$ cat src/hw/rtl/lpe_pkg.sv
// lpe_pkg: shared types, widths and coefficient tables of the legendre evaluator
`timescale 1ns / 1ps
`default_nettype none

package lpe_pkg;

  // fixed field and datapath widths
  localparam int ORDER_W      = 4;
  localparam int X_W          = 16;
  localparam int XM_W         = 16;
  localparam int S_W          = 31;
  localparam int ACC_FRAC     = 30;
  localparam int ACC_W        = 54;
  localparam int MAG_W        = ACC_W - 1;
  localparam int COEF_W       = 22;
  localparam int SH_W         = 6;
  localparam int TABLE_ORDERS = 13;
  localparam int MAX_TERMS    = 7;
  localparam int TABLE_MAX    = TABLE_ORDERS - 1;

  // coefficients of each order, highest power of x squared first
  localparam logic signed [COEF_W-1:0] COEF_TAB [TABLE_ORDERS][MAX_TERMS] = '{
    '{22'sd1,      22'sd0,        22'sd0,       22'sd0,        22'sd0,      22'sd0,      22'sd0},
    '{22'sd1,      22'sd0,        22'sd0,       22'sd0,        22'sd0,      22'sd0,      22'sd0},
    '{22'sd3,      -22'sd1,       22'sd0,       22'sd0,        22'sd0,      22'sd0,      22'sd0},
    '{22'sd5,      -22'sd3,       22'sd0,       22'sd0,        22'sd0,      22'sd0,      22'sd0},
    '{22'sd35,     -22'sd30,      22'sd3,       22'sd0,        22'sd0,      22'sd0,      22'sd0},
    '{22'sd63,     -22'sd70,      22'sd15,      22'sd0,        22'sd0,      22'sd0,      22'sd0},
    '{22'sd231,    -22'sd315,     22'sd105,     -22'sd5,       22'sd0,      22'sd0,      22'sd0},
    '{22'sd429,    -22'sd693,     22'sd315,     -22'sd35,      22'sd0,      22'sd0,      22'sd0},
    '{22'sd6435,   -22'sd12012,   22'sd6930,    -22'sd1260,    22'sd35,     22'sd0,      22'sd0},
    '{22'sd12155,  -22'sd25740,   22'sd18018,   -22'sd4620,    22'sd315,    22'sd0,      22'sd0},
    '{22'sd46189,  -22'sd109395,  22'sd90090,   -22'sd30030,   22'sd3465,   -22'sd63,    22'sd0},
    '{22'sd88179,  -22'sd230945,  22'sd218790,  -22'sd90090,   22'sd15015,  -22'sd693,   22'sd0},
    '{22'sd676039, -22'sd1939938, 22'sd2078505, -22'sd1021020, 22'sd225225, -22'sd18018, 22'sd231}
  };

  // power of two that divides each order's coefficient form
  localparam logic [3:0] DIV_SHIFT_TAB [TABLE_ORDERS] = '{
    4'd0, 4'd0, 4'd1, 4'd1, 4'd3, 4'd3, 4'd4, 4'd4, 4'd7, 4'd7, 4'd8, 4'd8, 4'd10
  };

  // one item on its way through the pipeline
  typedef struct packed {
    logic [ORDER_W-1:0]      order;
    logic                    bad;
    logic                    xneg;
    logic [XM_W-1:0]         xm;
    logic [S_W-1:0]          s;
    logic signed [ACC_W-1:0] acc;
  } lpe_item_t;

  // one finished result
  typedef struct packed {
    logic [X_W-1:0] poly;
    logic           bad;
  } lpe_result_t;

  // coefficient for the horner step that has `left` steps after it,
  // zero where the order has fewer terms than the pipeline has steps
  function automatic logic signed [COEF_W-1:0] coef_pad(input logic [ORDER_W-1:0] n,
                                                        input logic [2:0] left);
    logic [2:0] half;
    logic [2:0] j;
    logic signed [COEF_W-1:0] c;
    begin
      half = n[ORDER_W-1:1];
      j    = half - left;
      if (n > ORDER_W'(TABLE_MAX) || half < left) begin
        c = '0;
      end else begin
        c = COEF_TAB[n][j];
      end
      return c;
    end
  endfunction

  // divide shift of an order, zero outside the table
  function automatic logic [3:0] div_shift(input logic [ORDER_W-1:0] n);
    logic [3:0] d;
    begin
      if (n > ORDER_W'(TABLE_MAX)) begin
        d = '0;
      end else begin
        d = DIV_SHIFT_TAB[n];
      end
      return d;
    end
  endfunction

endpackage

`default_nettype wire

$ cat src/hw/rtl/lpe_out_buf.sv
// lpe_out_buf: two-entry output queue that parts the pipeline from the result channel
`timescale 1ns / 1ps
`default_nettype none

module lpe_out_buf (
  input  wire                  clk,
  input  wire                  rst,
  input  wire                  push,
  input  lpe_pkg::lpe_result_t push_res,
  output logic                 full,
  output logic                 out_valid,
  input  wire                  out_ready,
  output lpe_pkg::lpe_result_t out_res
);
  import lpe_pkg::*;

  lpe_result_t entries [2];
  logic        wr_ptr;
  logic        rd_ptr;
  logic [1:0]  count;
  logic        pop;

  assign pop       = out_valid && out_ready;
  assign out_valid = (count != 2'd0);
  assign full      = (count == 2'd2);
  assign out_res   = entries[rd_ptr];

  // pointers and fill count
  always_ff @(posedge clk) begin
    if (rst) begin
      wr_ptr <= 1'b0;
      rd_ptr <= 1'b0;
      count  <= 2'd0;
    end else begin
      if (push) begin
        wr_ptr <= ~wr_ptr;
      end
      if (pop) begin
        rd_ptr <= ~rd_ptr;
      end
      count <= count + 2'(push) - 2'(pop);
    end
  end

  // storage
  always_ff @(posedge clk) begin
    if (push) begin
      entries[wr_ptr] <= push_res;
    end
  end

endmodule

`default_nettype wire

$ cat config.mk
export PLATFORM = sky130hd
export DESIGN_NAME = lpe_out_buf
export DESIGN_NICKNAME = d
export VERILOG_FILES = /design/src/hw/rtl/lpe_pkg.sv /design/src/hw/rtl/lpe_out_buf.sv
export SDC_FILE = /design/constraint.sdc
export NUM_CORES = 1
export LEC_CHECK = 0
export BUFFER_PORTS_ARGS = -buffer_cell sky130_fd_sc_hd__buf_2
export CORE_MARGIN = 2
export CORE_UTILIZATION = 53
export CTS_BUF_LIST = sky130_fd_sc_hd__clkbuf_4 sky130_fd_sc_hd__clkbuf_8
export CTS_CLUSTER_DIAMETER = 200
export DETAILED_ROUTE_END_ITERATION = 12
export PLACE_DENSITY = 0.8
export SYNTH_ARGS = -nofsm -noshare
export SYNTH_HDL_FRONTEND = slang
export SYNTH_SLANG_ARGS = --single-unit
$ cat constraint.sdc
create_clock -name clk -period 2 [get_ports clk]
set_clock_uncertainty 0.2 [all_clocks]
set_input_delay 0.1 -clock clk [delete_from_list [all_inputs] [get_ports clk]]
set_output_delay 0.1 -clock clk [all_outputs]
set_load 0.02 [all_outputs]
==> flow_metrics.tcl <==
set metrics [dict create \
    status "finished clean" \
    wl_per_cell_um 13.4 \
    final_common_cell "buf_2" \
    start_kind "flip-flop" \
    port_buffers 39 \
    hpwl_um 1590 \
    finalCriticalPeriod_ps 1710 \
    cp_max_fo 10 \
    fill_cells 178 \
    clockBufferDepth 2 \
    slowest_delay_ps 360 \
    clk_latency_ps 330 \
    ys_seq_area_share_pct 73.9 \
    die_w_um 57.5 \
    clock-sinks 39 \
    vias 865 \
    dieArea_sq_mm 0.00331 \
    drt_iter0_markers 18 \
    setup_violations 0 \
    timing.final.crit_share_pct 85.5 \
    layout.nets 170 \
    hold_violations 0 \
    critPathCaptureType "output port" \
    maxCapViolations 0 \
    p_leak_uw 0.000845 \
    core_area_sq_mm 0.00273 \
    synthDistinctLibCells 16 \
    mostFrequentLayoutCells "39 x buf_2, 34 x edfxtp_1, 21 x dlygate4sd3_1" \
    grt_pass1_vias 888 \
    place_congestion 0.585 \
    tns_ps 0 \
    numCtsBuffers 5 \
    cts_tree "yes" \
    slew_violations 0 \
    cts_resized 0 \
    cp_top_family "buffers and inverters" \
    worst_ep_arrival_time_ps 1410 \
    io_pins 40 \
    peakVddDrop_uv 916 \
    antennaDiodeCount 0 \
    layoutNonFillerInstCount 179 \
    syn_inst 76 \
    synth_fp_nets 99 \
    ant_nets 0 \
    wl_um 2400 \
    grt_first_pass_wirelength_um 3750 \
    tightest_slew_ps 192 \
    grt-ovfl-total 0 \
    rows 19 \
    syn_area_sq_mm 0.00152 \
    drc_errors 0 \
    placedCellCount 150 \
    die_h_um 57.5 \
    grtUsageTotal_pct 15.9 \
    fmax_ghz 0.585 \
    antenna_found_initial 0 \
    drive_gt1_share_pct 48.6 \
    postSynthRegisterBits 39 \
    worst-path-buf-inv 2 \
    hold_path.class "in2reg" \
    power.density_mw_per_mm2 1000 \
    relSlewSlack_pct 87.2 \
    grt_max_degree 13 \
    clk_pin_slew_worst_paths_ps 110 \
    avgViaCountPerCell 4.83 \
    start_util_pct 55.5 \
    worst-setup-path-type "reg2out" \
    cp_slowest_cell "dfxtp_1" \
    crit_chain "buf_4, mux2_4, buf_2" \
    cts-root-buf "clkbuf_4" \
    rsz0062_at_grt "false" \
    crit_required_ps 1700 \
    area_growth_syn_to_layout_pct 34.7 \
    syn-mean-instance-area_sq_um 20.0 \
    htree_levels 2 \
    firstDrtPassIters 2 \
    yosysWarningCount 0 \
]
==> timing repair <==
item                       in CTS  in global routing
hold buffers                   21                  0
setup endpoints to repair       0                  0
setup buffers                   0                  0
hold endpoints to repair       39                  0
==> worst paths after layout <==
path                       startpoint                 endpoint  slack (ps)  cells past startpoint
setup / recovery            flip-flop              out_res[15]         290                      3
hold / removal            push_res[4]  entries[0][4]$_DFFE_PP_         270                      2
setup reg to reg  count[0]$_SDFF_PP0_      count[1]$_SDFF_PP0_         400                      6
hold reg to reg   rd_ptr$_SDFFE_PP0P_                flip-flop         420                      2
==> synthesized netlist by cell type <==
master / count / area (sq um)
ha_1: 2 / 25.0
nor2b_1: 3 / 18.8
nor2_1: 3 / 11.3
mux2_4: 10 / 150
dfxtp_1: 5 / 100
xnor3_1: 1 / 22.5
o21a_1: 1 / 7.51
xnor2_1: 1 / 8.76
and2_1: 1 / 6.26
buf_6: 2 / 22.5
and2b_1: 1 / 7.51
edfxtp_1: 34 / 1020
or2_2: 1 / 6.26
mux2_2: 7 / 78.8
inv_1: 2 / 7.51
mux2_1: 2 / 22.5
==> layout make-up <==
type                       instances  area [sq um]  share of cell area (%)
clock inverter                     2          12.5                   0.612
sequential                        39          1120                    54.9
inverter                           2          7.51                   0.367
multi-input combinational         33           368                    18.0
tap                               31          38.8                    1.90
clock buffer                       6          45.0                    2.20
timing repair buffer              66           450                    22.0
==> routing by layer <==
metal,up-vias,track usage (%),wire length [um]
li1,427,-,-
met3,8,6.35,152
met4,0,9.97,66
met1,399,15.9,911
met2,31,27.4,1270
met5,-,0,0
==> sequential cells by signal, summed over array words and instances (netlist names), named ones only <==
register and cells:
entries 34, count 2, rd_ptr 1, wr_ptr 1
==> kinds of logic after synthesis <==
family / share of synthesized area [%]
buffers and inverters: 1.98
multiplexers: 16.6
adder cells (fa/ha/maj): 1.65
XOR/XNOR: 2.06
AND/OR/NAND/NOR: 3.30
AO/OA/AOI/OAI: 0.495
flip-flops: 73.9
==> through the flow <==
stage	cell area, sq um	util, %	power (uW)	hold slack [ps]	worst slack, ps
2_1_floorplan	1520	-	1490	-28.4	299
3_3_place_gp	1780	64.9	1620	88.2	471
3_5_place_dp	1780	64.9	1650	94.2	428
4_1_cts	2040	74.7	2070	259	285
5_1_grt	2040	74.7	2150	254	233
6_report	2040	74.7	2050	272	290
==> power by group <==
part	leakage (uW)	internal, uW	switching [uW]	total, uW
clock network	0.0000317	149	243	392
registers	0.000360	966	37.6	1000
logic	0.000453	340	313	653
total	0.000845	1450	594	2050
Note: power is estimated with default switching activity, not from simulation.
