### config.mk
export PLATFORM = sky130hd
export DESIGN_NAME = lpe_front
export DESIGN_NICKNAME = d
export VERILOG_FILES = /design/src/hw/rtl/lpe_pkg.sv /design/src/hw/rtl/lpe_front.sv
export SDC_FILE = /design/constraint.sdc
export NUM_CORES = 1
export LEC_CHECK = 0
export ABC_AREA = 1
export BUFFER_PORTS_ARGS = -buffer_cell sky130_fd_sc_hd__buf_2
export CELL_PAD_IN_SITES_DETAIL_PLACEMENT = 1
export CELL_PAD_IN_SITES_GLOBAL_PLACEMENT = 1
export CORE_UTILIZATION = 47
export DETAILED_ROUTE_END_ITERATION = 6
export GPL_TIMING_DRIVEN = 1
export PLACE_DENSITY = 0.93
export SYNTH_ARGS = -nofsm -noshare
export SYNTH_HDL_FRONTEND = slang
export SYNTH_SLANG_ARGS = --single-unit
export TNS_END_PERCENT = 30
### constraint.sdc
create_clock -name clk -period 7.1 [get_ports clk]
set_input_delay 1.065 -clock clk [delete_from_list [all_inputs] [get_ports clk]]
set_output_delay 1.065 -clock clk [all_outputs]
set_load 0.01 [all_outputs]
### src/hw/rtl/lpe_pkg.sv
// lpe_pkg: shared types, widths and coefficient tables of the legendre evaluator
`timescale 1ns / 1ps
`default_nettype none

package lpe_pkg;

  // fixed field and datapath widths
  localparam int ORDER_W      = 4;
  localparam int X_W          = 16;
  localparam int XM_W         = 16;
  localparam int S_W          = 31;
  localparam int ACC_FRAC     = 30;
  localparam int ACC_W        = 54;
  localparam int MAG_W        = ACC_W - 1;
  localparam int COEF_W       = 22;
  localparam int SH_W         = 6;
  localparam int TABLE_ORDERS = 13;
  localparam int MAX_TERMS    = 7;
  localparam int TABLE_MAX    = TABLE_ORDERS - 1;

  // coefficients of each order, highest power of x squared first
  localparam logic signed [COEF_W-1:0] COEF_TAB [TABLE_ORDERS][MAX_TERMS] = '{
    '{22'sd1,      22'sd0,        22'sd0,       22'sd0,        22'sd0,      22'sd0,      22'sd0},
    '{22'sd1,      22'sd0,        22'sd0,       22'sd0,        22'sd0,      22'sd0,      22'sd0},
    '{22'sd3,      -22'sd1,       22'sd0,       22'sd0,        22'sd0,      22'sd0,      22'sd0},
    '{22'sd5,      -22'sd3,       22'sd0,       22'sd0,        22'sd0,      22'sd0,      22'sd0},
    '{22'sd35,     -22'sd30,      22'sd3,       22'sd0,        22'sd0,      22'sd0,      22'sd0},
    '{22'sd63,     -22'sd70,      22'sd15,      22'sd0,        22'sd0,      22'sd0,      22'sd0},
    '{22'sd231,    -22'sd315,     22'sd105,     -22'sd5,       22'sd0,      22'sd0,      22'sd0},
    '{22'sd429,    -22'sd693,     22'sd315,     -22'sd35,      22'sd0,      22'sd0,      22'sd0},
    '{22'sd6435,   -22'sd12012,   22'sd6930,    -22'sd1260,    22'sd35,     22'sd0,      22'sd0},
    '{22'sd12155,  -22'sd25740,   22'sd18018,   -22'sd4620,    22'sd315,    22'sd0,      22'sd0},
    '{22'sd46189,  -22'sd109395,  22'sd90090,   -22'sd30030,   22'sd3465,   -22'sd63,    22'sd0},
    '{22'sd88179,  -22'sd230945,  22'sd218790,  -22'sd90090,   22'sd15015,  -22'sd693,   22'sd0},
    '{22'sd676039, -22'sd1939938, 22'sd2078505, -22'sd1021020, 22'sd225225, -22'sd18018, 22'sd231}
  };

  // power of two that divides each order's coefficient form
  localparam logic [3:0] DIV_SHIFT_TAB [TABLE_ORDERS] = '{
    4'd0, 4'd0, 4'd1, 4'd1, 4'd3, 4'd3, 4'd4, 4'd4, 4'd7, 4'd7, 4'd8, 4'd8, 4'd10
  };

  // one item on its way through the pipeline
  typedef struct packed {
    logic [ORDER_W-1:0]      order;
    logic                    bad;
    logic                    xneg;
    logic [XM_W-1:0]         xm;
    logic [S_W-1:0]          s;
    logic signed [ACC_W-1:0] acc;
  } lpe_item_t;

  // one finished result
  typedef struct packed {
    logic [X_W-1:0] poly;
    logic           bad;
  } lpe_result_t;

  // coefficient for the horner step that has `left` steps after it,
  // zero where the order has fewer terms than the pipeline has steps
  function automatic logic signed [COEF_W-1:0] coef_pad(input logic [ORDER_W-1:0] n,
                                                        input logic [2:0] left);
    logic [2:0] half;
    logic [2:0] j;
    logic signed [COEF_W-1:0] c;
    begin
      half = n[ORDER_W-1:1];
      j    = half - left;
      if (n > ORDER_W'(TABLE_MAX) || half < left) begin
        c = '0;
      end else begin
        c = COEF_TAB[n][j];
      end
      return c;
    end
  endfunction

  // divide shift of an order, zero outside the table
  function automatic logic [3:0] div_shift(input logic [ORDER_W-1:0] n);
    logic [3:0] d;
    begin
      if (n > ORDER_W'(TABLE_MAX)) begin
        d = '0;
      end else begin
        d = DIV_SHIFT_TAB[n];
      end
      return d;
    end
  endfunction

endpackage

`default_nettype wire

### src/hw/rtl/lpe_front.sv
// lpe_front: order check, argument clamp and magnitude, square and horner start value
`timescale 1ns / 1ps
`default_nettype none

module lpe_front #(
  parameter int FRAC_BITS = 15,
  parameter int MAX_ORDER = 12
) (
  input  wire                          clk,
  input  wire                          rst,
  input  wire                          en,
  input  wire                          in_valid,
  input  wire  [lpe_pkg::ORDER_W-1:0]  order,
  input  wire  [lpe_pkg::X_W-1:0]      arg_x,
  output logic                         out_valid,
  output lpe_pkg::lpe_item_t           out_item
);
  import lpe_pkg::*;

  localparam int NSTEP  = MAX_ORDER / 2;
  localparam int LIM_I  = (FRAC_BITS < 15) ? (1 << FRAC_BITS) : 32768;
  localparam int SQ_SHL = (2 * FRAC_BITS <= ACC_FRAC) ? (ACC_FRAC - 2 * FRAC_BITS) : 0;
  localparam int SQ_SHR = (2 * FRAC_BITS <= ACC_FRAC) ? 0 : (2 * FRAC_BITS - ACC_FRAC);

  lpe_item_t         f1_item;
  lpe_item_t         f1_next;
  lpe_item_t         out_next;
  logic              f1_valid;
  logic [X_W:0]      xs_ext;
  logic [X_W:0]      xmag;
  logic [X_W:0]      xclamp;
  logic [2*XM_W-1:0] sq;
  logic [63:0]       sq_scaled;
  logic signed [COEF_W-1:0] c_top;

  // magnitude of x, clamped to one when the format has fewer than 15 fraction bits
  always_comb begin
    xs_ext = {arg_x[X_W-1], arg_x};
    xmag   = arg_x[X_W-1] ? (~xs_ext + 1'b1) : xs_ext;
    xclamp = (xmag > 17'(LIM_I)) ? 17'(LIM_I) : xmag;
    f1_next       = '0;
    f1_next.order = order;
    f1_next.bad   = (order > ORDER_W'(MAX_ORDER));
    f1_next.xneg  = arg_x[X_W-1];
    f1_next.xm    = xclamp[XM_W-1:0];
  end

  // stage one: check and magnitude
  always_ff @(posedge clk) begin
    if (rst) begin
      f1_valid <= 1'b0;
    end else if (en) begin
      f1_valid <= in_valid;
    end
  end

  always_ff @(posedge clk) begin
    if (en) begin
      f1_item <= f1_next;
    end
  end

  // square in 30 fraction bits and the leading coefficient
  always_comb begin
    sq           = f1_item.xm * f1_item.xm;
    sq_scaled    = (64'(sq) << SQ_SHL) >> SQ_SHR;
    c_top        = coef_pad(f1_item.order, 3'(NSTEP));
    out_next     = f1_item;
    out_next.s   = sq_scaled[S_W-1:0];
    out_next.acc = {{(ACC_W - COEF_W - ACC_FRAC){c_top[COEF_W-1]}}, c_top,
                    {ACC_FRAC{1'b0}}};
  end

  // stage two: square and start value
  always_ff @(posedge clk) begin
    if (rst) begin
      out_valid <= 1'b0;
    end else if (en) begin
      out_valid <= f1_valid;
    end
  end

  always_ff @(posedge clk) begin
    if (en) begin
      out_item <= out_next;
    end
  end

endmodule

`default_nettype wire

==> metrics.md <==
| Metric | Value |
|---|---|
| Post-Synthesis Cells | `approximately 1.4k` |
| Number of flops mapped to enable cells by yosys | `92` |
| Crit-path leading delay family | `adder cells` |
| Final-report hold violation count | `0` |
| Synth top cells by count | `inv_1, nand2_1, fa_1` |
| Drt pass-1 iters | `4` |
| Initial Utilization | `0.476` |
| CTS tree | `built` |
| Worst Path Max Fanout | `17` |
| Clk_skew | `0.0116 ns` |
| CP max-delay cell | `edfxtp_1` |
| Root buffer cell | `clkbuf_16` |
| Startpoint Class | `flip-flop` |
| Crit-path max cell delay | `0.93 ns` |
| Largest net degree at the start of global routing | `56` |
| Core box area | `approximately 0.025 mm^2` |
| Htree depth | `3` |
| Largest area contributor in the netlist | `fa_1` |
| IO Port Bufs | `100` |
| Fraction of layout cells with a size suffix above 1 | `0.0985` |
| Most common cell on crit path | `fa_1` |
| Fin Setup TNS | `0 ns` |
| Layout area overhead | `7.26%` |
| Xor and xnor area share after synthesis | `0.0286` |
| Area share of the largest cell type after synthesis | `0.271` |
| Final setup viols | `0` |
| Number of global-route vias before repair | `10.6k` |
| Compound-Gate Fraction of Synth Area | `0.0590` |
| Via count | `a little over 9k` |
| Most common cell in the netlist | `inv_1` |
| Max_cap viols | `0` |
| Clock Path Buffers | `2` |
| Crit Path Category | `flip-flop to flip-flop` |
| Setup repair bufs after CTS | `0` |
| Kind of end point of the critical path | `flip-flop` |
| Gr usage total | `0.270` |
| Post-synthesis mux area share | `0` |
| Num rows | `slightly below 60` |
| Total CTS buffers | `9` |
| # diodes | `0` |
| CTS sink count | `94` |
| #FFs+latches synth | `between 90 and 100` |
| Worst skew pair latency | `~0.37 ns` |
| Tcrit/Tclk final | `0.889` |
| WP buf/inv | `3` |
| Die Wd | `roughly 160 um` |
| Reg2reg setup slack | `around 0.79 ns` |
| GP Congestion | `about 0.9` |
| Min Tclk post-route | `6.31 ns` |
| WL final | `between 30 and 40 mm` |
| Initial antenna violation count | `0` |
| Largest family of logic cells by synthesized area | `adder cells` |
| CTS Hold Bufs | `0` |
| GRT overflow | `0` |
| Simple-Gate Fraction of Synth Area | `0.146` |
| DP HPWL | `between 20 and 30 mm` |
| Ports | `between 100 and 150` |
| Largest cells by area after synthesis | `fa_1, edfxtp_1, ha_1, inv_1, nand2_1` |
| CP required | `roughly 7.2 ns` |
| DR DRC count | `0` |
| FMAX | `0.159 GHz` |
| Synth Area in Adders | `0.388` |
| Most common flop cell mapped by yosys | `edfxtp_1` |
| Worst path cell trace | `nand2_1, fa_1, fa_1, inv_1, fa_1, fa_1, fa_1, inv_1, fa_1, inv_1, ha_1, a21oi_1, o21ai_0, a21oi_1, nor2_1, nor2_1, nand2_1, nand2_1, nand2_1` |
| Status | `finished, final reports clean` |
| Seq/Total Area, Yosys | `0.234` |
| Die ar. | `roughly 0.026 mm^2` |
| Die extent in y | `around 160 um` |
| Syn Area/Cell | `slightly below 9 um^2` |
| Ys async rst share | `0` |
| Resized cells post-CTS | `0` |
| Worst rel slew slack | `0.303` |
| Worst slew pin tran | `between 1 and 1.5 ns` |
| Starting DRT DRC Count | `a little under 500` |
| Slew Limit Fails | `0` |
| Unrepaired setup endpoints after global routing | `no` |
| # nets final | `~1.7k` |
| Vias/cell | `around 5.3` |
| Worst path arrival time | `roughly 6.4 ns` |
| Clock Pin Slew Worst Setup and Hold Paths | `~0.070 ns` |
| Post-DRT Antenna Nets | `0` |
| Global-route wire length before repair | `53.9 mm` |
| Per-cell routed wire length | `about 19 um` |
| Synthesized area | `between 0.01 and 0.015 mm^2` |
| Worst hold path class | `flip-flop to flip-flop` |
| Distinct cells, synth | `45` |
| Synth warn | `0` |
## cell type report
class	instances	area, um^2
inverters	340	1280
flip-flops and latches	94	2800
clock inverters	5	35.0
well taps	330	413
fillers	3044	12300
repair buffers	102	518
multi-input cells	881	7560
clock buffers	10	229
## per-stage QoR
stage / setup slack (ns) / hold WS, ns / std cells / utilization / area, um^2
after floorplan: 1.65 / 0.400 / 1391 / - / 12100
after detailed placement: 0.816 / 0.409 / 1747 / 0.500 / 12600
after global routing: 0.485 / 0.437 / 1762 / 0.511 / 12800
after global placement: 1.17 / 0.405 / 1747 / 0.500 / 12600
final: 0.792 / 0.421 / 1762 / 0.511 / 12800
after CTS: 0.800 / 0.425 / 1762 / 0.511 / 12800
## flip-flops by register name, indices dropped and copies added (netlist names)
name	flops
out_item	70
f1_valid	1
out_valid	1
f1_item	22
## metal layers
layer	part of all wire	track usage	vias to the layer above	wire, um
li1	-	-	4220	-
met1	0.39	0.304	4710	13200
met2	0.54	0.511	268	18200
met3	0.030	0.0306	89	1020
met4	0.037	0.113	0	1240
met5	0	0	-	0
## placed cells by master (no fill, tap or decap), drive strengths merged, types with 3 or more instances in the layout
cell      synthesis  routed
a21o              4       4
a21oi            61      61
a31oi             3       3
a41oi             3       3
buf              45     102
clkbuf           31      10
clkinvlp          0       3
conb              1      31
edfxtp           92      92
fa              162     162
ha              112     112
inv             339     340
nand2           272     272
nand3            39      39
nand3b            4       4
nand4             7       7
nor2             71      71
nor3             15      15
o211ai            3       3
o21ai            29      29
o21bai            7       7
o31ai             4       4
or2               4       4
xnor2            10      10
xor2             29      29
## worst paths after layout
path                                           startpoint                 endpoint  cells past startpoint
worst max-delay path            f1_item[88]$_SDFFCE_PN0P_   out_item[83]$_DFFE_PP_                     19
worst min-delay path               f1_item[102]$_DFFE_PP_  out_item[102]$_DFFE_PP_                      0
worst max register to register  f1_item[88]$_SDFFCE_PN0P_   out_item[83]$_DFFE_PP_                     19
worst min register to register     f1_item[102]$_DFFE_PP_  out_item[102]$_DFFE_PP_                      0
## kinds of logic after synthesis
logic type,Yosys count
compound gates,123
xor+xnor,39
fa+ha+maj,274
buf+inv,416
flops,94
other cells,1
simple gates,414
Power is left out: the tool's default activity adds up to more than one toggle a clock period on the data nets, which glitch-free logic cannot reach.
