<file path="config.mk">
export PLATFORM = sky130hd
export DESIGN_NAME = lpe_horner_step
export DESIGN_NICKNAME = d
export VERILOG_FILES = /design/src/hw/rtl/lpe_pkg.sv /design/src/hw/rtl/lpe_horner_step.sv
export SDC_FILE = /design/constraint.sdc
export NUM_CORES = 2
export LEC_CHECK = 0
export BUFFER_PORTS_ARGS = -buffer_cell sky130_fd_sc_hd__buf_4
export CAP_MARGIN = 15
export CORE_MARGIN = 10
export CORE_UTILIZATION = 58
export DETAILED_ROUTE_END_ITERATION = 10
export GPL_TIMING_DRIVEN = 0
export PLACE_DENSITY = 0.81
export SYNTH_ARGS = -nofsm -noshare
export SYNTH_HDL_FRONTEND = slang
export SYNTH_SLANG_ARGS = --single-unit
</file>
<file path="constraint.sdc">
create_clock -name clk -period 10.4 [get_ports clk]
set_input_delay 1.04 -clock clk [delete_from_list [all_inputs] [get_ports clk]]
set_output_delay 1.04 -clock clk [all_outputs]
set_load 0.02 [all_outputs]
</file>
<file path="src/hw/rtl/lpe_pkg.sv">
// lpe_pkg: shared types, widths and coefficient tables of the legendre evaluator
`timescale 1ns / 1ps
`default_nettype none

package lpe_pkg;

  // fixed field and datapath widths
  localparam int ORDER_W      = 4;
  localparam int X_W          = 16;
  localparam int XM_W         = 16;
  localparam int S_W          = 31;
  localparam int ACC_FRAC     = 30;
  localparam int ACC_W        = 54;
  localparam int MAG_W        = ACC_W - 1;
  localparam int COEF_W       = 22;
  localparam int SH_W         = 6;
  localparam int TABLE_ORDERS = 13;
  localparam int MAX_TERMS    = 7;
  localparam int TABLE_MAX    = TABLE_ORDERS - 1;

  // coefficients of each order, highest power of x squared first
  localparam logic signed [COEF_W-1:0] COEF_TAB [TABLE_ORDERS][MAX_TERMS] = '{
    '{22'sd1,      22'sd0,        22'sd0,       22'sd0,        22'sd0,      22'sd0,      22'sd0},
    '{22'sd1,      22'sd0,        22'sd0,       22'sd0,        22'sd0,      22'sd0,      22'sd0},
    '{22'sd3,      -22'sd1,       22'sd0,       22'sd0,        22'sd0,      22'sd0,      22'sd0},
    '{22'sd5,      -22'sd3,       22'sd0,       22'sd0,        22'sd0,      22'sd0,      22'sd0},
    '{22'sd35,     -22'sd30,      22'sd3,       22'sd0,        22'sd0,      22'sd0,      22'sd0},
    '{22'sd63,     -22'sd70,      22'sd15,      22'sd0,        22'sd0,      22'sd0,      22'sd0},
    '{22'sd231,    -22'sd315,     22'sd105,     -22'sd5,       22'sd0,      22'sd0,      22'sd0},
    '{22'sd429,    -22'sd693,     22'sd315,     -22'sd35,      22'sd0,      22'sd0,      22'sd0},
    '{22'sd6435,   -22'sd12012,   22'sd6930,    -22'sd1260,    22'sd35,     22'sd0,      22'sd0},
    '{22'sd12155,  -22'sd25740,   22'sd18018,   -22'sd4620,    22'sd315,    22'sd0,      22'sd0},
    '{22'sd46189,  -22'sd109395,  22'sd90090,   -22'sd30030,   22'sd3465,   -22'sd63,    22'sd0},
    '{22'sd88179,  -22'sd230945,  22'sd218790,  -22'sd90090,   22'sd15015,  -22'sd693,   22'sd0},
    '{22'sd676039, -22'sd1939938, 22'sd2078505, -22'sd1021020, 22'sd225225, -22'sd18018, 22'sd231}
  };

  // power of two that divides each order's coefficient form
  localparam logic [3:0] DIV_SHIFT_TAB [TABLE_ORDERS] = '{
    4'd0, 4'd0, 4'd1, 4'd1, 4'd3, 4'd3, 4'd4, 4'd4, 4'd7, 4'd7, 4'd8, 4'd8, 4'd10
  };

  // one item on its way through the pipeline
  typedef struct packed {
    logic [ORDER_W-1:0]      order;
    logic                    bad;
    logic                    xneg;
    logic [XM_W-1:0]         xm;
    logic [S_W-1:0]          s;
    logic signed [ACC_W-1:0] acc;
  } lpe_item_t;

  // one finished result
  typedef struct packed {
    logic [X_W-1:0] poly;
    logic           bad;
  } lpe_result_t;

  // coefficient for the horner step that has `left` steps after it,
  // zero where the order has fewer terms than the pipeline has steps
  function automatic logic signed [COEF_W-1:0] coef_pad(input logic [ORDER_W-1:0] n,
                                                        input logic [2:0] left);
    logic [2:0] half;
    logic [2:0] j;
    logic signed [COEF_W-1:0] c;
    begin
      half = n[ORDER_W-1:1];
      j    = half - left;
      if (n > ORDER_W'(TABLE_MAX) || half < left) begin
        c = '0;
      end else begin
        c = COEF_TAB[n][j];
      end
      return c;
    end
  endfunction

  // divide shift of an order, zero outside the table
  function automatic logic [3:0] div_shift(input logic [ORDER_W-1:0] n);
    logic [3:0] d;
    begin
      if (n > ORDER_W'(TABLE_MAX)) begin
        d = '0;
      end else begin
        d = DIV_SHIFT_TAB[n];
      end
      return d;
    end
  endfunction

endpackage

`default_nettype wire

</file>
<file path="src/hw/rtl/lpe_horner_step.sv">
// lpe_horner_step: one horner step acc = trunc(acc * s) + c over four register stages
`timescale 1ns / 1ps
`default_nettype none

module lpe_horner_step #(
  parameter int STEPS_LEFT = 0
) (
  input  wire                 clk,
  input  wire                 rst,
  input  wire                 en,
  input  wire                 in_valid,
  input  lpe_pkg::lpe_item_t  in_item,
  output logic                out_valid,
  output lpe_pkg::lpe_item_t  out_item
);
  import lpe_pkg::*;

  localparam int HI_W = MAG_W - ACC_FRAC;

  lpe_item_t               a_item, b_item, c_item;
  lpe_item_t               out_next;
  logic                    a_valid, b_valid, c_valid;
  logic                    a_neg, b_neg, c_neg;
  logic [MAG_W-1:0]        a_mag;
  logic [HI_W+S_W-1:0]     p_hi;
  logic [ACC_FRAC+S_W-1:0] p_lo;
  logic [MAG_W-1:0]        c_r;
  logic signed [ACC_W-1:0] neg_acc;
  logic [ACC_W-1:0]        r_sum;
  logic signed [COEF_W-1:0] coef;
  logic signed [ACC_W-1:0] cterm;
  logic signed [ACC_W-1:0] r_ext;

  // valid bits move with the data
  always_ff @(posedge clk) begin
    if (rst) begin
      a_valid   <= 1'b0;
      b_valid   <= 1'b0;
      c_valid   <= 1'b0;
      out_valid <= 1'b0;
    end else if (en) begin
      a_valid   <= in_valid;
      b_valid   <= a_valid;
      c_valid   <= b_valid;
      out_valid <= c_valid;
    end
  end

  // sign and magnitude of the accumulator
  assign neg_acc = -in_item.acc;

  always_ff @(posedge clk) begin
    if (en) begin
      a_item <= in_item;
      a_neg  <= in_item.acc[ACC_W-1];
      a_mag  <= in_item.acc[ACC_W-1] ? neg_acc[MAG_W-1:0] : in_item.acc[MAG_W-1:0];
    end
  end

  // partial products of magnitude times s, split at the binary point
  always_ff @(posedge clk) begin
    if (en) begin
      b_item <= a_item;
      b_neg  <= a_neg;
      p_hi   <= a_mag[MAG_W-1:ACC_FRAC] * a_item.s;
      p_lo   <= a_mag[ACC_FRAC-1:0] * a_item.s;
    end
  end

  // truncated product magnitude
  assign r_sum = ACC_W'(p_hi) + ACC_W'(p_lo[ACC_FRAC+S_W-1:ACC_FRAC]);

  always_ff @(posedge clk) begin
    if (en) begin
      c_item <= b_item;
      c_neg  <= b_neg;
      c_r    <= r_sum[MAG_W-1:0];
    end
  end

  // restore the sign and add this step's coefficient
  always_comb begin
    coef         = coef_pad(c_item.order, 3'(STEPS_LEFT));
    cterm        = {{(ACC_W - COEF_W - ACC_FRAC){coef[COEF_W-1]}}, coef, {ACC_FRAC{1'b0}}};
    r_ext        = {1'b0, c_r};
    out_next     = c_item;
    out_next.acc = c_neg ? (cterm - r_ext) : (cterm + r_ext);
  end

  always_ff @(posedge clk) begin
    if (en) begin
      out_item <= out_next;
    end
  end

endmodule

`default_nettype wire

</file>
==> flow_metrics.env <==
export IMPL_hpwl_um=203000
export IMPL_wirelength_um=246000
export IMPL_via_per_inst=5.86
export IMPL_fp_dieW_um=374
export IMPL_netlist_instances=7324
export IMPL_finalSetupViolCount=0
export IMPL_io_buffers=218
export IMPL_rsz0062_at_grt="false"
export IMPL_wl_per_cell_um=26.4
export IMPL_cts_max_level=2
export IMPL_seq_area_frac_synth_pct=19.1
export IMPL_ys_flop_type="edfxtp_1"
export IMPL_worst_path_max_delay_cell="clkbuf_1"
export IMPL_clockBufferDepth=3
export IMPL_skew_ns=0.0844
export IMPL_synth_area_um2=72500
export IMPL_synth_compound_area_share_pct=5.43
export IMPL_die_area_um2=140000
export IMPL_cts_hold_buf=0
export IMPL_drc_errors=0
export IMPL_max_stage_delay_ns=0.77
export IMPL_dp_cells=9192
export IMPL_cp_data_arrival_time_ns=10.73
export IMPL_place_congestion=1.06
export IMPL_synth_distinct_cells=71
export IMPL_fin_crit_ns=10.33
export IMPL_num_rows=129
export IMPL_worstSkewPairLatency_ns=0.73
export IMPL_antenna_found_initial=46
export IMPL_cts_root_buf="clkbuf_16"
export IMPL_die_height_um=374
export IMPL_drive_above_1_share_pct=5.31
export IMPL_core_area_um2=124000
export IMPL_tightest_slew_ns=1.30
export IMPL_status="completed"
export IMPL_ant_nets=0
export IMPL_synth_top_family_by_area="adder cells"
export IMPL_drv_cap=0
export IMPL_required_ns=10.79
export IMPL_grtUsageTotal_pct=35.2
export IMPL_synth_adder_area_share_pct=47.9
export IMPL_path_class="reg2reg"
export IMPL_synth_simple_area_share_pct=14.5
export IMPL_first_global_vias=56300
export IMPL_cts_sinks=463
export IMPL_hold_viol=0
export IMPL_synth_mux_area_share_pct=0.138
export IMPL_syn_avg_cell_area_um2=9.90
export IMPL_maxSlewViolCount=0
export IMPL_ios=219
export IMPL_synth_xor_area_share_pct=2.90
export IMPL_grt_start_max_net_pins=125
export IMPL_vias=54500
export IMPL_cts_tree="yes"
export IMPL_clkTransAtPathRegs_ns=0.06
export IMPL_yosysWarnings=0
export IMPL_synth_fp_nets=9364
export IMPL_crit_path_frequent_cell="fa_1"
export IMPL_fin_nets=9643
export IMPL_n_fill_cell=10300
export IMPL_synth_edf_count=459
export IMPL_start_kind="flip-flop"
export IMPL_finalCritPeriodShare_pct=99.4
export IMPL_cts_buffers=51
export IMPL_end_kind="flip-flop"
export IMPL_grt_pass1_wl_um=362000
export IMPL_grt_ovfl_total=0
export IMPL_drt_initial_drc_count=5842
export IMPL_layout_cells_non_filler=9303
export IMPL_relSlewSlack_pct=13.2
export IMPL_fmax_mhz=96.8
export IMPL_first_pass_iters=9
export IMPL_synth_seq_cells=463
export IMPL_start_util_pct=58.5
export IMPL_critPathMaxFanout=10
export IMPL_async_flop_share_pct=0
export IMPL_syn_to_final_growth_pct=7.94
export IMPL_hold_class="reg2reg"
## metal layers
metal	vias up	track usage, %	routed length, µm
li1	22800	-	-
met2	3396	52.4	105000
met1	27500	45.6	91500
met4	22	18.0	16200
met5	-	0	163
met3	767	12.3	33100
## kinds of logic (layout without fill, tap and decap cells)
family,count (synthesis),in the layout
multiplexers,10,10
AO/OA/AOI/OAI,619,619
buffers and inverters,1937,2258
XOR/XNOR,240,240
other,0,21
adder cells (fa/ha/maj),1929,1929
AND/OR/NAND/NOR,2126,2126
flip-flops,463,463
## metrics by stage
step | util (%) | setup TNS (ns) | cell area (µm²) | hold slack [ns] | setup WS [ns]
global route | 63.1 | 0 | 78200 | 0.421 | 0.0262
floorplan | - | 0 | 72500 | 0.400 | 2.62
global placement | 61.5 | -2.94 | 76200 | 0.400 | -0.603
finish | 63.2 | 0 | 78300 | 0.415 | 0.0653
detailed placement | 61.7 | -2.15 | 76500 | 0.405 | -0.498
CTS | 63.0 | 0 | 78100 | 0.417 | 0.00189
## worst paths after layout
path / start / endpoint / slack [ns] / cells after the start
worst max register to register: a_item[81] / p_lo[54] / 0.07 / 26
worst min register to register: b_item[61] / c_item[61] / 0.41 / 0
worst min-delay path: b_item[61] / c_item[61] / 0.41 / 0
worst max-delay path: a_item[81] / p_lo[54] / 0.07 / 26
## state kept, by name, indices dropped and copies added (netlist names)
register and flops:
out_item 107, a_item 53, a_mag 53, b_item 53
c_item 53, c_r 53, p_hi 53, p_lo 31
a_neg 1, a_valid 1, b_neg 1, b_valid 1
c_neg 1, c_valid 1, out_valid 1
## cell usage after synthesis (22+ instances only)
master	number	area, µm²
ha_1	515	6440
nand4_1	37	231
a21o_1	90	676
a21oi_1	185	926
and3_1	22	138
xor2_1	45	394
nand3_1	38	190
nand2b_1	26	163
o21ai_0	140	701
inv_1	1536	5770
and2_1	748	4680
fa_1	1414	28300
xnor2_1	195	1710
o31ai_1	33	248
edfxtp_1	459	13800
nand2_1	1019	3820
nor2_1	121	454
clkbuf_1	394	1480
a211oi_1	22	165
## repair_timing
item	CTS	global route
buffers inserted	0	5
resized for setup	34	44
endpoints found under the setup margin	11	13
endpoints found under the hold margin	0	0
## layout make-up
| type | count | area [µm²] | share of cell area (%) |
|---|---|---|---|
| flip-flops and latches | 463 | 13900 | 17.7 |
| well taps | 1637 | 2050 | 2.62 |
| plain buffers | 388 | 1530 | 1.95 |
| clock buffers | 58 | 1300 | 1.66 |
| clock inverters | 37 | 332 | 0.424 |
| multi-input cells | 4924 | 51400 | 65.7 |
| diodes | 21 | 52.6 | 0.0671 |
| inverters | 1538 | 5770 | 7.37 |
| repair buffers | 237 | 1970 | 2.51 |
## worst max-delay path: cells and delay by family, from the launching register on
family / cells / cell delay, ns
DFF: 1 / 0.34
adders and majority gates: 9 / 4.67
AOI/OAI and AO/OA: 7 / 2.72
buffers and inverters: 7 / 1.66
and+or+nand+nor: 3 / 0.67
## placed cells by master, fill, tap and decap left out, types with 37 or more instances in the layout
master        n
inv_1      1536
buf_4       221
nand4_1      37
o21ai_0     140
and2_1      748
nand2_1    1019
ha_1        515
a21o_1       90
clkbuf_16    51
clkbuf_1    341
clkbuf_2     47
edfxtp_1    459
a21oi_1     185
nor2_1      121
xnor2_1     195
fa_1       1414
nand3_1      38
xor2_1       45
Power is not shown: default switching activity piles up to over one toggle a cycle in this logic, so the estimate is an artifact.
