## config.mk

```make
export PLATFORM = sky130hd
export DESIGN_NAME = lpe_finish
export DESIGN_NICKNAME = d
export VERILOG_FILES = /design/src/hw/rtl/lpe_pkg.sv /design/src/hw/rtl/lpe_finish.sv
export SDC_FILE = /design/constraint.sdc
export NUM_CORES = 2
export LEC_CHECK = 0
export BUFFER_PORTS_ARGS = -buffer_cell sky130_fd_sc_hd__clkbuf_2
export CAP_MARGIN = 25
export CORE_ASPECT_RATIO = 0.75
export CORE_MARGIN = 3
export CORE_UTILIZATION = 40
export DETAILED_ROUTE_END_ITERATION = 10
export GPL_TIMING_DRIVEN = 1
export PLACE_DENSITY_LB_ADDON = 0.3
export RECOVER_POWER = 100
export SETUP_SLACK_MARGIN = 0.3
export SLEW_MARGIN = 20
export SYNTH_ARGS = -nofsm -noshare
export SYNTH_HDL_FRONTEND = slang
export SYNTH_SLANG_ARGS = --single-unit
```

## constraint.sdc

```tcl
create_clock -name clk -period 8.1 [get_ports clk]
set_input_delay 0.81 -clock clk [delete_from_list [all_inputs] [get_ports clk]]
set_output_delay 0.81 -clock clk [all_outputs]
set_load 0.02 [all_outputs]
```

## src/hw/rtl/lpe_pkg.sv

```systemverilog
// lpe_pkg: shared types, widths and coefficient tables of the legendre evaluator
`timescale 1ns / 1ps
`default_nettype none

package lpe_pkg;

  // fixed field and datapath widths
  localparam int ORDER_W      = 4;
  localparam int X_W          = 16;
  localparam int XM_W         = 16;
  localparam int S_W          = 31;
  localparam int ACC_FRAC     = 30;
  localparam int ACC_W        = 54;
  localparam int MAG_W        = ACC_W - 1;
  localparam int COEF_W       = 22;
  localparam int SH_W         = 6;
  localparam int TABLE_ORDERS = 13;
  localparam int MAX_TERMS    = 7;
  localparam int TABLE_MAX    = TABLE_ORDERS - 1;

  // coefficients of each order, highest power of x squared first
  localparam logic signed [COEF_W-1:0] COEF_TAB [TABLE_ORDERS][MAX_TERMS] = '{
    '{22'sd1,      22'sd0,        22'sd0,       22'sd0,        22'sd0,      22'sd0,      22'sd0},
    '{22'sd1,      22'sd0,        22'sd0,       22'sd0,        22'sd0,      22'sd0,      22'sd0},
    '{22'sd3,      -22'sd1,       22'sd0,       22'sd0,        22'sd0,      22'sd0,      22'sd0},
    '{22'sd5,      -22'sd3,       22'sd0,       22'sd0,        22'sd0,      22'sd0,      22'sd0},
    '{22'sd35,     -22'sd30,      22'sd3,       22'sd0,        22'sd0,      22'sd0,      22'sd0},
    '{22'sd63,     -22'sd70,      22'sd15,      22'sd0,        22'sd0,      22'sd0,      22'sd0},
    '{22'sd231,    -22'sd315,     22'sd105,     -22'sd5,       22'sd0,      22'sd0,      22'sd0},
    '{22'sd429,    -22'sd693,     22'sd315,     -22'sd35,      22'sd0,      22'sd0,      22'sd0},
    '{22'sd6435,   -22'sd12012,   22'sd6930,    -22'sd1260,    22'sd35,     22'sd0,      22'sd0},
    '{22'sd12155,  -22'sd25740,   22'sd18018,   -22'sd4620,    22'sd315,    22'sd0,      22'sd0},
    '{22'sd46189,  -22'sd109395,  22'sd90090,   -22'sd30030,   22'sd3465,   -22'sd63,    22'sd0},
    '{22'sd88179,  -22'sd230945,  22'sd218790,  -22'sd90090,   22'sd15015,  -22'sd693,   22'sd0},
    '{22'sd676039, -22'sd1939938, 22'sd2078505, -22'sd1021020, 22'sd225225, -22'sd18018, 22'sd231}
  };

  // power of two that divides each order's coefficient form
  localparam logic [3:0] DIV_SHIFT_TAB [TABLE_ORDERS] = '{
    4'd0, 4'd0, 4'd1, 4'd1, 4'd3, 4'd3, 4'd4, 4'd4, 4'd7, 4'd7, 4'd8, 4'd8, 4'd10
  };

  // one item on its way through the pipeline
  typedef struct packed {
    logic [ORDER_W-1:0]      order;
    logic                    bad;
    logic                    xneg;
    logic [XM_W-1:0]         xm;
    logic [S_W-1:0]          s;
    logic signed [ACC_W-1:0] acc;
  } lpe_item_t;

  // one finished result
  typedef struct packed {
    logic [X_W-1:0] poly;
    logic           bad;
  } lpe_result_t;

  // coefficient for the horner step that has `left` steps after it,
  // zero where the order has fewer terms than the pipeline has steps
  function automatic logic signed [COEF_W-1:0] coef_pad(input logic [ORDER_W-1:0] n,
                                                        input logic [2:0] left);
    logic [2:0] half;
    logic [2:0] j;
    logic signed [COEF_W-1:0] c;
    begin
      half = n[ORDER_W-1:1];
      j    = half - left;
      if (n > ORDER_W'(TABLE_MAX) || half < left) begin
        c = '0;
      end else begin
        c = COEF_TAB[n][j];
      end
      return c;
    end
  endfunction

  // divide shift of an order, zero outside the table
  function automatic logic [3:0] div_shift(input logic [ORDER_W-1:0] n);
    logic [3:0] d;
    begin
      if (n > ORDER_W'(TABLE_MAX)) begin
        d = '0;
      end else begin
        d = DIV_SHIFT_TAB[n];
      end
      return d;
    end
  endfunction

endpackage

`default_nettype wire

```

## src/hw/rtl/lpe_finish.sv

```systemverilog
// lpe_finish: odd-order x factor, scaling with rounding and saturation to q1.15 at the default FRAC_BITS
`timescale 1ns / 1ps
`default_nettype none

module lpe_finish #(
  parameter int FRAC_BITS = 15
) (
  input  wire                 clk,
  input  wire                 rst,
  input  wire                 en,
  input  wire                 in_valid,
  input  lpe_pkg::lpe_item_t  in_item,
  output logic                out_valid,
  output lpe_pkg::lpe_result_t out_res
);
  import lpe_pkg::*;

  localparam int HI_W   = MAG_W - FRAC_BITS;
  localparam int PROD_W = MAG_W + XM_W;

  logic                    v1, v2, v3, v4;
  lpe_item_t               i1, i2;
  logic                    n1, n2, n3, n4;
  logic                    b3, b4;
  logic [MAG_W-1:0]        m1, m2, m3;
  logic [HI_W+XM_W-1:0]    ph;
  logic [FRAC_BITS+XM_W-1:0] pl;
  logic [ACC_W-1:0]        mr;
  logic [SH_W-1:0]         sh3, sh4;
  logic signed [ACC_W-1:0] neg_acc;
  logic [PROD_W-1:0]       odd_sum;
  logic [ACC_W-1:0]        half;
  logic [ACC_W-1:0]        q;
  logic                    big;
  logic [X_W-1:0]          poly;

  // valid bits move with the data
  always_ff @(posedge clk) begin
    if (rst) begin
      v1        <= 1'b0;
      v2        <= 1'b0;
      v3        <= 1'b0;
      v4        <= 1'b0;
      out_valid <= 1'b0;
    end else if (en) begin
      v1        <= in_valid;
      v2        <= v1;
      v3        <= v2;
      v4        <= v3;
      out_valid <= v4;
    end
  end

  // sign and magnitude of the horner result
  assign neg_acc = -in_item.acc;

  always_ff @(posedge clk) begin
    if (en) begin
      i1 <= in_item;
      n1 <= in_item.acc[ACC_W-1];
      m1 <= in_item.acc[ACC_W-1] ? neg_acc[MAG_W-1:0] : in_item.acc[MAG_W-1:0];
    end
  end

  // partial products of magnitude times |x|, split at the binary point of x
  always_ff @(posedge clk) begin
    if (en) begin
      i2 <= i1;
      n2 <= n1;
      m2 <= m1;
      ph <= m1[MAG_W-1:FRAC_BITS] * i1.xm;
      pl <= m1[FRAC_BITS-1:0] * i1.xm;
    end
  end

  // odd orders take the factor x, even orders pass straight on
  assign odd_sum = PROD_W'(ph) + PROD_W'(pl[FRAC_BITS+XM_W-1:FRAC_BITS]);

  always_ff @(posedge clk) begin
    if (en) begin
      if (i2.order[0]) begin
        m3 <= odd_sum[MAG_W-1:0];
        n3 <= n2 ^ i2.xneg;
      end else begin
        m3 <= m2;
        n3 <= n2;
      end
      b3  <= i2.bad;
      sh3 <= SH_W'(div_shift(i2.order)) + SH_W'(ACC_FRAC - FRAC_BITS);
    end
  end

  // add half an output lsb for round to nearest, ties away from zero
  assign half = (sh3 == '0) ? '0 : (ACC_W'(1) << (sh3 - 1'b1));

  always_ff @(posedge clk) begin
    if (en) begin
      mr  <= ACC_W'(m3) + half;
      sh4 <= sh3;
      n4  <= n3;
      b4  <= b3;
    end
  end

  // scale down, saturate and apply the sign
  always_comb begin
    q   = mr >> sh4;
    big = |q[ACC_W-1:X_W-1];
    if (b4) begin
      poly = '0;
    end else if (big) begin
      poly = n4 ? {1'b1, {(X_W-1){1'b0}}} : {1'b0, {(X_W-1){1'b1}}};
    end else if (n4) begin
      poly = ~q[X_W-1:0] + 1'b1;
    end else begin
      poly = q[X_W-1:0];
    end
  end

  always_ff @(posedge clk) begin
    if (en) begin
      out_res <= '{poly: poly, bad: b4};
    end
  end

endmodule

`default_nettype wire

```

==> flow_summary.json <==
{
  "setup_viol": 0,
  "via_per_inst": 5.28,
  "drc_errors": 0,
  "cp_max_fo": 13,
  "drive_gt1_share_pct": 6.42,
  "cp.arrival_ns": 7.91,
  "slowest_stage": "edfxtp_1",
  "grt_pass1_wl_um": 191000,
  "synth_edf_count": 343,
  "worstSetupPathType": "flip-flop to flip-flop",
  "worst_pin_slew_ns": 4.07,
  "worstSetupStartpointType": "flip-flop",
  "cp_num_buf_inv": 8,
  "hold_viol_final": 0,
  "initial_core_util_pct": 40.4,
  "vias": 33200,
  "path_delay_family": "adder cells",
  "yosys_register_bits": 348,
  "ant_nets": 0,
  "critPathMostFrequentCell": "fa_1",
  "die-area_um2": 119000,
  "fill_cells": 11000,
  "skew_ns": 0.0466,
  "ys_warn_count": 0,
  "rsz0062_at_grt": "no",
  "grt_antenna_before_repair": 2,
  "core_um2": 114000,
  "crit_path_end_kind": "flip-flop",
  "fmax_mhz": 132,
  "ys_types": 83,
  "fin_crit_ns": 7.58,
  "htreeDepth": 2,
  "row_count": 107,
  "syn_area_um2": 46000,
  "synth_top_area_cell": "fa_1",
  "clk_pin_slew_ns": 0.07,
  "ys.flop_type": "edfxtp_1",
  "setup_tns_ns": 0,
  "drt_iter0_drc": 2519,
  "layout_commonest_cell": "inv_1",
  "grt_overflow": 0,
  "grt_pass1_vias": 34000,
  "dieHeight_um": 300,
  "clock-sinks": 348,
  "netlist.area_leader.share_pct": 29.7,
  "antenna_cells": 0,
  "grt_use_total_pct": 20.3,
  "finalCritPeriodShare_pct": 93.5,
  "worstPathRequired_ns": 8.44,
  "ioPinCount": 129,
  "cp_slowest_stage_delay_ns": 0.93,
  "hpwl_um": 90100,
  "final_cell_mix": "inv_1, nand2_1, fa_1, edfxtp_1, ha_1",
  "ys_seq_area_share_pct": 22.6,
  "clk_path_buf_depth": 3,
  "hold_class": "input port to flip-flop",
  "numCtsBuffers": 42,
  "violations": "max-capacitance violations, max-slew violations",
  "cts_hold_buf": 0,
  "synthCells": 4712,
  "slew_viol_final": 556,
  "port_buffers": 97,
  "drt_pass1_iterations": 5,
  "die_w_um": 398,
  "timing.slew.headroom_pct": -172,
  "worstSkewPairLatency_ns": 0.60,
  "outcome": "finished, violations left",
  "tritoncts": "built",
  "max_cap_viol_count": 7,
  "grt_max_degree": 164,
  "syn_area_per_cell_um2": 9.76,
  "area_growth_pct": 8.20,
  "route.final.wire_length_um": 119000,
  "gp_congestion": 0.849,
  "async_flop_share_pct": 0,
  "root_buffer": "clkbuf_16",
  "wl_per_cell_um": 18.8,
  "ys_top_cells_by_area": "fa_1, edfxtp_1, ha_1, inv_1, nand2_1",
  "fin_nets": 5818
}
state kept, by name, summed over array words and instances, names as in the netlist, 16 cells and up:
register  count
pl           16
m1           53
out_res      17
i1           22
mr           54
m2           53
ph           53
m3           53
worst paths after layout:
check | startpoint | end | slack [ns] | cells after the start
setup reg to reg | i1[93] | ph[52] | 0.52 | 26
hold / removal | in_item[101] | i1[101] | 0.38 | 1
setup / recovery | i1[93] | ph[52] | 0.52 | 26
hold reg to reg | b3 | b4 | 0.42 | 0
layer usage:
| layer | routed length (µm) | track usage (%) |
|---|---|---|
| met4 | 1650 | 3.26 |
| met3 | 11600 | 5.64 |
| met5 | 11 | 0 |
| met1 | 56700 | 31.1 |
| met2 | 48600 | 29.0 |
what timing repair did:
| action | in CTS | in global routing |
|---|---|---|
| setup buffers | 0 | 11 |
| gates resized for setup | 0 | 0 |
| endpoints found under the setup margin | 0 | 7 |
metrics by stage:
stage / instance area, µm² / utilization (%) / hold WS (ns) / std cells / setup WS [ns]
after CTS: 49800 / 43.8 / 0.321 / 6279 / 0.622
final: 49800 / 43.7 / 0.377 / 6294 / 0.525
after global placement: 48400 / 42.5 / 0.402 / 6201 / 0.541
after floorplan: 46100 / - / 0.400 / 4733 / 1.36
after detailed placement: 48400 / 42.5 / 0.407 / 6202 / 0.720
after global routing: 49800 / 43.7 / 0.335 / 6294 / 0.151
logic make-up (layout without fill, tap and decap cells):
kind of cell	after synthesis	after routing	share of synthesized area, %
AO/OA/AOI/OAI	563	563	8.02
XOR/XNOR	213	213	4.06
adder cells (fa/ha/maj)	972	972	37.6
buffers and inverters	1036	1071	8.55
flip-flops	348	348	22.6
multiplexers	126	126	4.34
other	1	22	0.00815
AND/OR/NAND/NOR	1453	1453	14.9
worst reg2reg max path: stages, from the launching register on:
cell and delay [ns]:
edfxtp_1 0.93, nand2_1 0.20, fa_1 0.56, inv_1 0.06
fa_1 0.50, inv_1 0.05, fa_1 0.53, inv_1 0.05
fa_1 0.46, fa_1 0.49, inv_1 0.05, fa_1 0.49
inv_1 0.05, ha_1 0.36, and4_1 0.20, and3_1 0.22
a221oi_1 0.31, clkbuf_1 0.21, a21oi_1 0.11, a211oi_1 0.25
clkbuf_1 0.32, o21ai_0 0.20, nand4_1 0.13, nand2_1 0.08
o41ai_1 0.27, buf_4 0.17, xnor2_1 0.06
synthesized netlist by cell type, types with 25 or more instances:
cell	count
clkbuf_1	219
ha_1	290
a21o_1	81
o31ai_1	27
and2_1	294
nand4_1	28
xor2_1	54
inv_1	795
mux2i_1	43
o21ai_0	93
xnor2_1	159
fa_1	682
edfxtp_1	343
nor3_1	38
mux4_2	56
and3_1	25
a21oi_1	170
mux2_2	25
nand2_1	696
nor2_1	204
nand3_1	52
layout make-up:
| cell class | count | area, µm² | area share (%) |
|---|---|---|---|
| Clock buffer | 47 | 1070 | 2.15 |
| Sequential cell | 348 | 10400 | 20.9 |
| Timing Repair Buffer | 197 | 1340 | 2.69 |
| Inverter | 797 | 2990 | 6.01 |
| Clock inverter | 30 | 380 | 0.764 |
| Multi-Input combinational cell | 3349 | 31700 | 63.7 |
| Tap cell | 1526 | 1910 | 3.84 |
Power is left out: the tool's default activity adds up to more than one toggle a clock period on the data nets, which glitch-free logic cannot reach.
